===== src/design/rv_pkg.sv =====
`timescale 1ns / 1ps
package rv_pkg;

    // Window and ring geometry
    localparam int WINDOW_MAX = 256;
    localparam int LEN_W      = $clog2(WINDOW_MAX + 1);
    localparam int SLOT_W     = $clog2(WINDOW_MAX);
    localparam int LEN_RESET  = 20;

    // Field and sum widths
    localparam int CFG_W   = 9;
    localparam int PRICE_W = 20;
    localparam int PS_W    = 22;
    localparam int VOL_W   = 32;
    localparam int PROD_W  = PS_W + VOL_W;
    localparam int WS_W    = 62;
    localparam int VS_W    = 40;
    localparam int FRAC_W  = 8;
    localparam int Q_W     = 28;
    localparam int NUM_W   = WS_W + FRAC_W;
    localparam int DEN_W   = VS_W + 2;
    localparam int REM_W   = DEN_W + 1;
    localparam int CNT_W   = $clog2(Q_W);
    localparam int RING_W  = PS_W + VOL_W;
    localparam int CLAMP_W = (LEN_W > CFG_W) ? LEN_W : CFG_W;

    typedef struct packed {
        logic accept;    // latch the bar, read the oldest slot
        logic mul_old;   // multiply oldest entry, write the new one
        logic sub_old;   // drop oldest bar from the sums, multiply new bar
        logic add_new;   // add new bar, advance slot and count
        logic div_init;
        logic div_step;
        logic out_load;
    } t_dp_cmd;

    typedef struct packed {
        logic emit;      // this bar completes or extends a full window
    } t_dp_sts;

    // Clamp a written window length to 1..WINDOW_MAX
    function automatic logic [LEN_W-1:0] f_clamp_len(input logic [CFG_W-1:0] cfg);
        logic [CLAMP_W-1:0] wide;
        wide = CLAMP_W'(cfg);
        if (wide == '0) begin
            return LEN_W'(1);
        end else if (wide > CLAMP_W'(WINDOW_MAX)) begin
            return LEN_W'(WINDOW_MAX);
        end else begin
            return wide[LEN_W-1:0];
        end
    endfunction

endpackage


===== src/design/rv_ctrl.sv =====
`timescale 1ns / 1ps
module rv_ctrl
    import rv_pkg::*;
(
    input  logic    i_clk,
    input  logic    i_rst_n,
    input  logic    i_bar_valid,
    output logic    o_bar_ready,
    output logic    o_vwap_valid,
    input  logic    i_vwap_ready,
    input  t_dp_sts i_sts,
    output t_dp_cmd o_cmd
);

    typedef enum logic [2:0] {
        ST_IDLE,
        ST_MUL,
        ST_SUB,
        ST_ADD,
        ST_INIT,
        ST_DIV,
        ST_OUT
    } t_state;

    t_state           r_state;
    logic [CNT_W-1:0] r_cnt;
    logic             r_out_valid;

    logic accept;
    logic out_free;

    assign accept   = (r_state == ST_IDLE) && i_bar_valid;
    assign out_free = !r_out_valid || i_vwap_ready;

    assign o_bar_ready    = (r_state == ST_IDLE);
    assign o_vwap_valid   = r_out_valid;

    assign o_cmd.accept   = accept;
    assign o_cmd.mul_old  = (r_state == ST_MUL);
    assign o_cmd.sub_old  = (r_state == ST_SUB);
    assign o_cmd.add_new  = (r_state == ST_ADD);
    assign o_cmd.div_init = (r_state == ST_INIT);
    assign o_cmd.div_step = (r_state == ST_DIV);
    assign o_cmd.out_load = (r_state == ST_OUT) && out_free;

    always_ff @(posedge i_clk) begin
        if (!i_rst_n) begin
            r_state     <= ST_IDLE;
            r_cnt       <= '0;
            r_out_valid <= 1'b0;
        end else begin
            // drop the beat once taken; raise it again on a new load
            r_out_valid <= ((r_state == ST_OUT) && out_free) ||
                           (r_out_valid && !i_vwap_ready);
            unique case (r_state)
                ST_IDLE: begin
                    if (accept) begin
                        r_state <= ST_MUL;
                    end
                end
                ST_MUL: begin
                    r_state <= ST_SUB;
                end
                ST_SUB: begin
                    r_state <= ST_ADD;
                end
                ST_ADD: begin
                    r_cnt   <= '0;
                    r_state <= i_sts.emit ? ST_INIT : ST_IDLE;
                end
                ST_INIT: begin
                    r_state <= ST_DIV;
                end
                ST_DIV: begin
                    r_cnt <= r_cnt + CNT_W'(1);
                    if (r_cnt == CNT_W'(Q_W - 1)) begin
                        r_state <= ST_OUT;
                    end
                end
                ST_OUT: begin
                    if (out_free) begin
                        r_state <= ST_IDLE;
                    end
                end
                default: begin
                    r_state <= ST_IDLE;
                end
            endcase
        end
    end

endmodule


===== config.mk =====
export PLATFORM = sky130hd
export DESIGN_NAME = rv_ctrl
export DESIGN_NICKNAME = d
export VERILOG_FILES = /design/src/design/rv_pkg.sv /design/src/design/rv_ctrl.sv
export SDC_FILE = /design/constraint.sdc
export NUM_CORES = 1
export LEC_CHECK = 0
export BUFFER_PORTS_ARGS = -buffer_cell sky130_fd_sc_hd__buf_2
export CELL_PAD_IN_SITES_DETAIL_PLACEMENT = 1
export CELL_PAD_IN_SITES_GLOBAL_PLACEMENT = 1
export CORE_ASPECT_RATIO = 1.4
export CORE_UTILIZATION = 25
export DETAILED_ROUTE_END_ITERATION = 7
export PLACE_DENSITY_LB_ADDON = 0.1
export SETUP_SLACK_MARGIN = 0.4
export SYNTH_ARGS = -nofsm -noshare
export SYNTH_HDL_FRONTEND = slang
export SYNTH_SLANG_ARGS = --single-unit

===== constraint.sdc =====
create_clock -name i_clk -period 1.8 [get_ports i_clk]
set_input_delay 0.18 -clock i_clk [delete_from_list [all_inputs] [get_ports i_clk]]
set_output_delay 0.18 -clock i_clk [all_outputs]
set_load 0.02 [all_outputs]

Word level (Yosys, flattened, before mapping)
Index checks and enable logic that the tools add are counted.
- flip-flop bits (word level): 9
- output and inout port bits: 9
- bits of input ports: 5
- word-level logic and storage cells: 30
- equal/unequal tests: 10
- $add $sub $neg: 1
- multiplexer cells: 6
- reductions and logical operators: 10
- operators by type and width (cell ; count):
    case mux 3 bit (7 select lines) ; 1
    2-to-1 mux 3 bit ; 4
    case mux 5 bit (2 select lines) ; 1
    == test 3 bit, second input constant ; 3
    == test 3 x 2 -> 1 bit, second input constant ; 2
    adder 5 x 1 -> 5 bit, second input constant ; 1
    == test 5 bit, second input constant ; 1
    != test 2 x 1 -> 1 bit, second input constant ; 2
    == test 3 x 1 -> 1 bit, second input constant ; 1
    logical AND 1 bit ; 3
    zero test 3 bit ; 1
    AND reduction 3 bit ; 1
    zero test 1 bit ; 2
    logical OR 1 bit ; 2
    != test 2 bit, second input constant ; 1
    nonzero test 2 bit ; 1

Depth between registers and ports, before layout
Gate-level depths: netlist of run 1.
- depth after elaboration: 4
- mapped depth: 5
- gate-level depth less buffers: 4

Least setup slack after synthesis of run 1
No wires, ideal clock.
- path type: register to output
- start point: register r_state[1]
- end point: output port o_cmd[6] (netlist bit)
- data arrival time: 1.367 ns
- slack: 0.253 ns
- required time: 1.620 ns
- buffers on the path: 2
- stages on the path, launching flop included: 5
- path through: dfxtp_1 > buf_6 > nor3_1 > and2_1 > buf_4
- word-level cells in the longest chain between the ends: 2
- ends and longest elaborated chain (item ; line ; source):
    start, declared ; rv_ctrl.sv:25 ; t_state r_state;
    start signal, assigned ; rv_ctrl.sv:69 ; r_state <= i_sts.emit ? ST_INIT : ST_IDLE;
    zero test 3 bit ; -- ;
    net o_bar_ready ; rv_ctrl.sv:8 ; output logic o_bar_ready,
    logical AND 1 bit ; rv_ctrl.sv:32 ; assign accept = (r_state == ST_IDLE) && i_bar_valid;
    end, declared ; rv_ctrl.sv:12 ; output t_dp_cmd o_cmd
The timed path passes the listed nets, and every way through them passes these cells.

==> results.sh, run 1 <==
export IMPL_outcome="finished, final reports clean"
export IMPL_ctsHoldBuffers=0
export IMPL_cp_max_fo=7
export IMPL_fin_crit_ps=1350
export IMPL_drtAntennaViolNets=0
export IMPL_grt_overflow=0
export IMPL_grtUsageTotal_pct=13.7
export IMPL_tns_ps=0
export IMPL_async_reset_ff_share_pct=0
export IMPL_synth_seq_cells=9
export IMPL_drt_first_iter_violations=4
export IMPL_io_buffers=13
export IMPL_die_h_um=56.8
export IMPL_via_count=500
export IMPL_ios=14
export IMPL_synth_top_cell_area_share_pct=33.6
export IMPL_ys_seq_area_share_pct=33.6
export IMPL_power_density_mw_per_mm2=953
export IMPL_cts_htree_levels=1
export IMPL_area_growth_pct=25.6
export IMPL_clk_pin_slew_ps=70
export IMPL_drc=0
export IMPL_max_cap_violations=0
export IMPL_tritoncts="done"
export IMPL_ir_worst_vdd_uv=403
export IMPL_nets=84
export IMPL_ys_warn_count=0
export IMPL_maxSlewHeadroom_pct=79.5
export IMPL_finalCritPeriodShare_pct=74.9
export IMPL_synth_largest_area_cell="dfxtp_1"
export IMPL_drt_total_wl_um=1330
export IMPL_finalPower_uw=643
export IMPL_netlist_instances=61
export IMPL_leakagePower_uw=0.000342
export IMPL_die_area_mm2=0.00234
export IMPL_core_area_mm2=0.00200
export IMPL_worst_pin_slew_ps=304
export IMPL_grt_max_degree=16
export IMPL_max_freq_mhz=742
export IMPL_nFillCells=261
export IMPL_cts_root_buf="clkbuf_4"
export IMPL_synth_area_um2=537
export IMPL_synth_distinct_cells=29
export IMPL_layout_drive_gt1_share_pct=37.7
export IMPL_start_util_pct=26.9
export IMPL_cts_buffer_depth=2
export IMPL_std_cell_rows=19
export IMPL_yosys_top_cells_area="dfxtp_1, nand3b_4, buf_4"
export IMPL_path_class="register to output pin"
export IMPL_final_max_slew_viol_count=0
export IMPL_setup_violations=0
export IMPL_cts_sinks=9
export IMPL_first_pass_iters=4
export IMPL_place_hpwl_um=929
export IMPL_globalplace_congestion=0.692
export IMPL_synth_edf_count=0
export IMPL_diodes=0
export IMPL_hold_viol=0
export IMPL_start_kind="register"
export IMPL_rsz0062_at_grt="true"
export IMPL_grt_pass1_vias=468
export IMPL_cts_inserted_buffers=3
export IMPL_required_ps=1620
export IMPL_hold_path_class="primary input to register"
export IMPL_worstSetupEndpointType="output pin"
export IMPL_wl_per_cell_um=13.5
export IMPL_die_w_um=41.2
export IMPL_arrival_ps=1170
export IMPL_grt_first_pass_wirelength_um=2080
export IMPL_antenna_found_initial=0
export IMPL_vias_per_cell=5.10
export IMPL_hold_ws_ps=195
export IMPL_insertion_delay_ps=280
export IMPL_synth_fp_nets=67
export IMPL_fin_skew_ps=1.76
export IMPL_avgSynthCellArea_um2=8.80
export IMPL_synth_ff_type="dfxtp_1"
[metrics by stage]
step | utilization (%) | instance area [µm²] | worst slack, ps | std cells
after floorplan | - | 542 | 469 | 61
after global placement | 30.0 | 599 | 413 | 91
after detailed placement | 30.0 | 599 | 412 | 91
after CTS | 32.3 | 644 | 413 | 95
after global routing | 33.8 | 674 | 388 | 98
final | 33.8 | 674 | 452 | 98
[timing repair]
item | CTS | global route
cloned | 0 | 0
gates resized for setup | 8 | 3
setup endpoints to repair | 7 | 4
buffers inserted | 0 | 3
[sequential cells by signal (all words and copies together), names as in the netlist]
signal,flops
r_cnt,5
o_vwap_valid,1
r_state,3
[power breakdown]
part / internal, µW / switching, µW / total (µW)
combinational: 95.8 / 106 / 201
sequential: 221 / 48.1 / 269
clock: 86.1 / 85.8 / 172
total: 403 / 239 / 643
[final timing paths]
check | slack, ps | cells after the start | start | end
setup / recovery | 450 | 3 | r_state[2]$_SDFFE_PN0P_ | o_cmd[4]
hold / removal | 200 | 3 | i_rst_n | r_state[2]$_SDFFE_PN0P_
setup reg to reg | 590 | 4 | r_cnt[0]$_SDFFE_PN0P_ | r_cnt[4]$_SDFFE_PN0P_
hold reg to reg | 500 | 2 | r_cnt[1]$_SDFFE_PN0P_ | r_cnt[1]$_SDFFE_PN0P_
[worst max-delay path: stages (launching register included)]
cell and delay, ps:
dfxtp_4 380, buf_4 150, nor3b_1 190, buf_4 170
[cell usage after synthesis (all sizes together) (2+ instances only)]
library cell  number
a21oi              4
buf                4
dfxtp              9
inv                3
nand2              5
nand2b             2
nand3              3
nand3b             2
nand4              3
nor2               3
nor2b              3
nor3               2
nor3b              2
o31ai              2
o41ai              2
[logic make-up (layout without fill, tap and decap cells)]
kind of cell,Yosys count,after routing,share of synthesized area (%)
and+or+nand+nor,29,29,35.2
AOI/OAI and AO/OA,13,13,17.0
DFF,9,9,33.6
buffers and inverters,7,23,8.39
adders and majority gates,1,1,2.33
xor gates and xnor gates,1,1,1.63
muxes,1,1,1.86
[area by class of cell]
class                      count  area [µm²]  share of cell area (%)
clock buffer                   4        26.3                    3.90
multi-input combinational     45         329                    48.8
timing repair buffer          16        90.1                    13.4
tap                           21        26.3                    3.90
sequential                     9         191                    28.4
inverter                       3        11.3                    1.67
[placed cells by master (no fill, tap or decap), drive strengths merged]
master,instances
o21a,1
nor2,3
clkbuf,4
a211oi,1
nand2,5
nand2b,2
nor2b,3
ha,1
inv,3
and2b,1
nand3,3
xnor2,1
a311oi,1
a21oi,4
nand3b,2
a31oi,1
mux2i,1
buf,16
o41ai,2
and3,1
o31ai,2
dfxtp,9
and2,1
nand4b,1
o2111ai,1
nor3,2
nor3b,2
nand4,3
[layer usage]
metal / vias to the layer above / GRT usage (%) / wire (µm)
met2: 13 / 20.8 / 675
li1: 257 / - / -
met3: 3 / 4.74 / 65
met4: 0 / 8.29 / 31
met5: - / 0 / 0
met1: 227 / 15.4 / 553
Note: power is estimated with default switching activity, not from simulation.
==> run 2, diff against run 1 <==
- ABC_AREA: unset -> 1
- clock period: 1.8 -> 1.3 ns (I/O delays scaled with it)
==> run 2 against run 1 <==
Flip-flop and latch count stayed put; critical path type unchanged; setup slack worse by 370 ps; combinational power is 61% higher; largest power group unchanged.
==> results.sh, run 2 <==
export IMPL_insertion_delay_ps=270
export IMPL_synth_common_cells="nand2_1, nor2_1, inv_1, dfxtp_1, a21oi_1"
export IMPL_fin_area_um2=800
export IMPL_nets=110
export IMPL_vias_per_cell=4.76
export IMPL_cts_sinks=9
export IMPL_diodes=0
export IMPL_synth_ff_type="dfxtp_1"
export IMPL_synth_largest_area_cell="dfxtp_1"
export IMPL_leakagePower_uw=0.000365
export IMPL_cp_depth=4
export IMPL_worstSetupEndpointType="output pin"
export IMPL_slowest_stage="dfxtp_4"
export IMPL_start_kind="register"
export IMPL_place_hpwl_um=1010
export IMPL_p_clk_share_pct=25.2
export IMPL_outcome="finished, final reports clean"
export IMPL_final_common_cell="nand2_1"
export IMPL_drc=0
export IMPL_std_cell_rows=18
export IMPL_async_reset_ff_share_pct=0
export IMPL_setup_violations=0
export IMPL_synth_seq_cells=9
export IMPL_cts_root_buf="clkbuf_4"
export IMPL_die_w_um=40.1
export IMPL_cts_inserted_buffers=3
export IMPL_cp_max_fo=7
export IMPL_cts_htree_levels=1
export IMPL_die_h_um=55.3
export IMPL_drt_total_wl_um=1390
export IMPL_synth_top_cell_area_share_pct=35.6
export IMPL_first_pass_iters=2
export IMPL_io_buffers=13
export IMPL_max_freq_mhz=824
export IMPL_multi_input_area_um2=352
export IMPL_regArea_um2=204
export IMPL_avgSynthCellArea_um2=6.26
export IMPL_rsz0062_at_grt="true"
export IMPL_ys_seq_area_share_pct=35.6
export IMPL_grtUsageTotal_pct=14.5
export IMPL_nFillCells=237
export IMPL_r2r_cells=8
export IMPL_yosysMostFrequentCell="nand2_1"
export IMPL_largest_reg_flops=5
export IMPL_critPathTopFamily="flip-flops"
export IMPL_path_cells="nor2_4 -> inv_2 -> nor3_2 -> buf_4"
export IMPL_fin_crit_ps=1210
export IMPL_finalPower_uw=908
export IMPL_p_int_uw=557
export IMPL_final_max_slew_viol_count=0
export IMPL_fin_skew_ps=5.21
export IMPL_ys_warn_count=0
export IMPL_grt_pass1_vias=544
export IMPL_switching_share_pct=38.6
export IMPL_die_area_mm2=0.00221
export IMPL_globalplace_congestion=0.695
export IMPL_antenna_found_initial=0
export IMPL_tritoncts="done"
export IMPL_via_count=585
export IMPL_hold_path_depth=3
export IMPL_grt_first_pass_wirelength_um=2140
export IMPL_max_stage_delay_ps=390
export IMPL_core_area_mm2=0.00182
export IMPL_ir_worst_vdd_uv=572
export IMPL_yosys_top_cells_area="dfxtp_1, nand2_1, nor2_1"
export IMPL_synth_distinct_cells=15
export IMPL_hold_viol=0
export IMPL_synth_edf_count=0
export IMPL_start_util_pct=27.8
export IMPL_grt_max_degree=8
export IMPL_clk_pin_slew_ps=60
export IMPL_worst_pin_slew_ps=200
export IMPL_layout_common_cells="nand2_1, buf_4, nor2_1, inv_1"
export IMPL_drtAntennaViolNets=0
export IMPL_finalCritPeriodShare_pct=93.3
export IMPL_max_cap_violations=0
export IMPL_wl_per_cell_um=11.3
export IMPL_drt_first_iter_violations=12
export IMPL_maxSlewHeadroom_pct=86.5
export IMPL_synth_fp_nets=87
export IMPL_postPlaceCellArea_um2=629
export IMPL_power_frac_comb_pct=35.6
export IMPL_cts_buffer_depth=2
export IMPL_path_class="register to output pin"
export IMPL_ios=14
export IMPL_p_sw_uw=351
export IMPL_netlist_instances=81
export IMPL_hold_path_class="primary input to register"
export IMPL_grt_overflow=0
export IMPL_ctsHoldBuffers=0
export IMPL_power_density_mw_per_mm2=1140
export IMPL_area_growth_pct=57.8
export IMPL_regMostFlops="r_cnt"
export IMPL_required_ps=1170
export IMPL_layout_drive_gt1_share_pct=53.4
export IMPL_arrival_ps=1080
export IMPL_tns_ps=0
export IMPL_crit_buf_inv=2
export IMPL_synth_area_um2=507
export IMPL_power_frac_seq_pct=39.2
export IMPL_fin_util_pct=43.8
run 2: layout make-up:
class	instances	share of cell area, %
flip-flops and latches	9	25.5
multi-input cells	57	44.0
well taps	20	3.13
repair buffers	19	17.2
inverters	14	6.89
clock buffers	4	3.29
run 2: cell families (layout without fill, tap and decap cells):
| logic type | Yosys count | in the layout | synth area share [%] |
|---|---|---|---|
| fa+ha+maj | 1 | 1 | 2.47 |
| buf+inv | 15 | 37 | 11.9 |
| simple gates | 46 | 46 | 40.2 |
| flops | 9 | 9 | 35.6 |
| compound gates | 10 | 10 | 9.87 |
run 2: layer usage:
metal,GRT usage [%],vias up,share of wire (%)
met5,0,-,0
met3,1.20,5,2.2
li1,-,297,-
met2,23.7,11,56
met4,14.8,0,4.8
met1,13.8,272,37
run 2: power groups by stage:
| stage | clock network, µW | registers, µW | logic, µW |
|---|---|---|---|
| after floorplan | 0 | 339 | 192 |
| after global placement | 0 | 346 | 254 |
| after detailed placement | 0 | 346 | 253 |
| after CTS | 239 | 350 | 292 |
| after global routing | 239 | 362 | 361 |
| final | 228 | 356 | 323 |
run 2: final timing paths:
| kind | start | end | slack [ps] |
|---|---|---|---|
| hold reg to reg | r_cnt[1]$_SDFFE_PN0P_ | r_cnt[1]$_SDFFE_PN0P_ | 510 |
| setup reg to reg | r_cnt[1]$_SDFFE_PN0P_ | r_state[2]$_SDFFE_PN0P_ | 260 |
| setup / recovery | r_state[0]$_SDFFE_PN0P_ | o_cmd[6] | 90 |
| hold / removal | i_rst_n | r_cnt[0]$_SDFFE_PN0P_ | 130 |
run 2: worst min-delay path, stage by stage:
cell and delay (ps):
buf_2 140, o21ai_2 60, a21oi_1 30
run 2: through the flow:
| stage | hold WS [ps] | std cells | setup slack (ps) |
|---|---|---|---|
| 6_report | 127 | 123 | 86.9 |
| 2_1_floorplan | 228 | 81 | 328 |
| 4_1_cts | 117 | 120 | 44.5 |
| 5_1_grt | 149 | 123 | 8.16 |
| 3_5_place_dp | 415 | 113 | 230 |
| 3_3_place_gp | 410 | 113 | 223 |
run 2: repair_timing:
item,4_1_cts,5_1_grt
hold endpoints to repair,0,0
pin swaps,9,6
gates cloned,0,0
setup endpoints to repair,17,17
setup buffers,3,3
gates resized for setup,21,13
==> run 3, diff against run 2 <==
- CORE_ASPECT_RATIO: 1.4 -> unset
- CORE_UTILIZATION: 25 -> 30
- SLEW_MARGIN: unset -> 0
==> run 3 against run 2 <==
Sequential power grew 1%; final cell count is 1.6% higher; first-iteration DRC count shrank 33%; global-route usage rose by 5.2 points; maximum frequency is 0.45% higher; critical path type unchanged; largest cell class unchanged; highest routed layer unchanged.
==> results.sh, run 3 (synthesized netlist as in run 2, its figures left out) <==
export IMPL_outcome="finished, final reports clean"
export IMPL_slowest_stage="dfxtp_4"
export IMPL_die_w_um=43.1
export IMPL_start_kind="register"
export IMPL_antenna_found_initial=0
export IMPL_fin_area_um2=855
export IMPL_rsz0062_at_grt="true"
export IMPL_ir_worst_vdd_uv=565
export IMPL_nets=116
export IMPL_place_hpwl_um=966
export IMPL_path_class="register to output pin"
export IMPL_drt_first_iter_violations=8
export IMPL_layout_drive_gt1_share_pct=54.1
export IMPL_cts_inserted_buffers=3
export IMPL_fin_skew_ps=14.9
export IMPL_grt_pass1_vias=604
export IMPL_drtAntennaViolNets=0
export IMPL_insertion_delay_ps=270
export IMPL_io_buffers=13
export IMPL_hold_ws_ps=128
export IMPL_multi_input_area_um2=363
export IMPL_vias_per_cell=5.02
export IMPL_drc=0
export IMPL_place_inst=109
export IMPL_cts_buffer_depth=2
export IMPL_maxSlewHeadroom_pct=86.0
export IMPL_max_cap_violations=0
export IMPL_diodes=0
export IMPL_layout_common_cells="nand2_1, buf_4, nor2_1, inv_1"
export IMPL_arrival_ps=1080
export IMPL_die_h_um=43.1
export IMPL_regMostFlops="r_cnt"
export IMPL_final_max_slew_viol_count=0
export IMPL_fin_crit_ps=1210
export IMPL_largest_reg_flops=5
export IMPL_grtUsageMet2_pct=35.8
export IMPL_std_cell_rows=14
export IMPL_power_density_mw_per_mm2=1130
export IMPL_globalplace_congestion=0.748
export IMPL_fin_cells=125
export IMPL_wl_per_cell_um=13.1
export IMPL_regArea_um2=198
export IMPL_drt_total_wl_um=1630
export IMPL_first_pass_iters=4
export IMPL_start_util_pct=32.9
export IMPL_ios=14
export IMPL_postPlaceCellArea_um2=624
export IMPL_tritoncts="done"
export IMPL_cts_root_buf="clkbuf_4"
export IMPL_ctsHoldBuffers=0
export IMPL_tns_ps=0
export IMPL_use_met3_pct=2.55
export IMPL_clk_pin_slew_ps=70
export IMPL_finalCritPeriodShare_pct=92.9
export IMPL_worst_pin_slew_ps=208
export IMPL_cts_sinks=9
export IMPL_setup_violations=0
export IMPL_via_count=627
export IMPL_use_met1_pct=21.4
export IMPL_hold_viol=0
export IMPL_core_area_mm2=0.00154
export IMPL_nFillCells=202
export IMPL_busiest_layer="met2"
export IMPL_hold_path_class="primary input to register"
export IMPL_cp_max_fo=7
export IMPL_worstSetupEndpointType="output pin"
export IMPL_grtUsageTotal_pct=19.7
export IMPL_max_stage_delay_ps=390
export IMPL_grt_overflow=0
export IMPL_path_cells="nor2_4 -> inv_2 -> nor3_2 -> buf_4"
export IMPL_leakagePower_uw=0.000402
export IMPL_die_area_mm2=0.00186
export IMPL_max_freq_mhz=828
export IMPL_required_ps=1170
export IMPL_cts_htree_levels=1
export IMPL_area_growth_pct=68.6
export IMPL_grt_first_pass_wirelength_um=2690
export IMPL_grt_max_degree=8
==> run 3: cell types whose count changed in the layout (fill, tap and decap cells not counted), moves of 2 or more <==
cell | before | now
buf_6 | 2 | 4
dfxtp_4 | 6 | 4
buf_4 | 12 | 16
nand2_2 | 5 | 3
==> run 3: repair_timing <==
| item | 4_1_cts | 5_1_grt |
|---|---|---|
| gates resized for setup | 30 | 5 |
| setup buffers | 9 | 3 |
| setup endpoints to repair | 16 | 18 |
| pin swaps | 4 | 4 |
==> run 3: per-layer routing <==
layer,vias up,wire length [µm]
li1,313,-
met1,298,661
met2,11,897
met3,5,43
met4,0,31
met5,-,0
==> run 3: path summary, 6_finish.rpt <==
path | startpoint | endpoint | slack [ps] | cells after the start
worst min register to register | r_cnt[2]$_SDFFE_PN0P_ | r_cnt[2]$_SDFFE_PN0P_ | 540 | 2
worst max-delay path | r_state[0]$_SDFFE_PN0P_ | o_cmd[6] | 90 | 4
worst min-delay path | i_rst_n | r_cnt[0]$_SDFFE_PN0P_ | 130 | 3
worst max register to register | r_state[1]$_SDFFE_PN0P_ | r_state[2]$_SDFFE_PN0P_ | 170 | 8
==> run 3: worst max-delay path, delay by kind of cell (launching register included) <==
kind	cells	cell delay (ps)
buffers and inverters	2	210
DFF	1	390
and+or+nand+nor	2	230
==> run 3: layout make-up <==
cell class	instances	share of cell area, %
Multi-Input combinational cell	57	42.5
Sequential cell	9	23.1
Timing Repair Buffer	25	22.3
Inverter	14	6.73
Clock buffer	4	3.07
Tap cell	16	2.34
==> run 3: power breakdown <==
group / total [µW] / internal, µW / leakage [µW] / switching, µW
Clock: 226 / 118 / 0.0000150 / 108
Combinational: 375 / 167 / 0.000310 / 208
Sequential: 361 / 304 / 0.0000769 / 57.5
Total: 963 / 590 / 0.000402 / 373
==> run 3: metrics by stage <==
step | total power, µW | utilization (%) | setup WS, ps
detailed placement | 601 | 40.5 | 223
global route | 1020 | 55.4 | 21.8
floorplan | 531 | - | 328
CTS | 926 | 52.5 | 96.9
global placement | 597 | 40.5 | 238
finish | 963 | 55.4 | 92.3
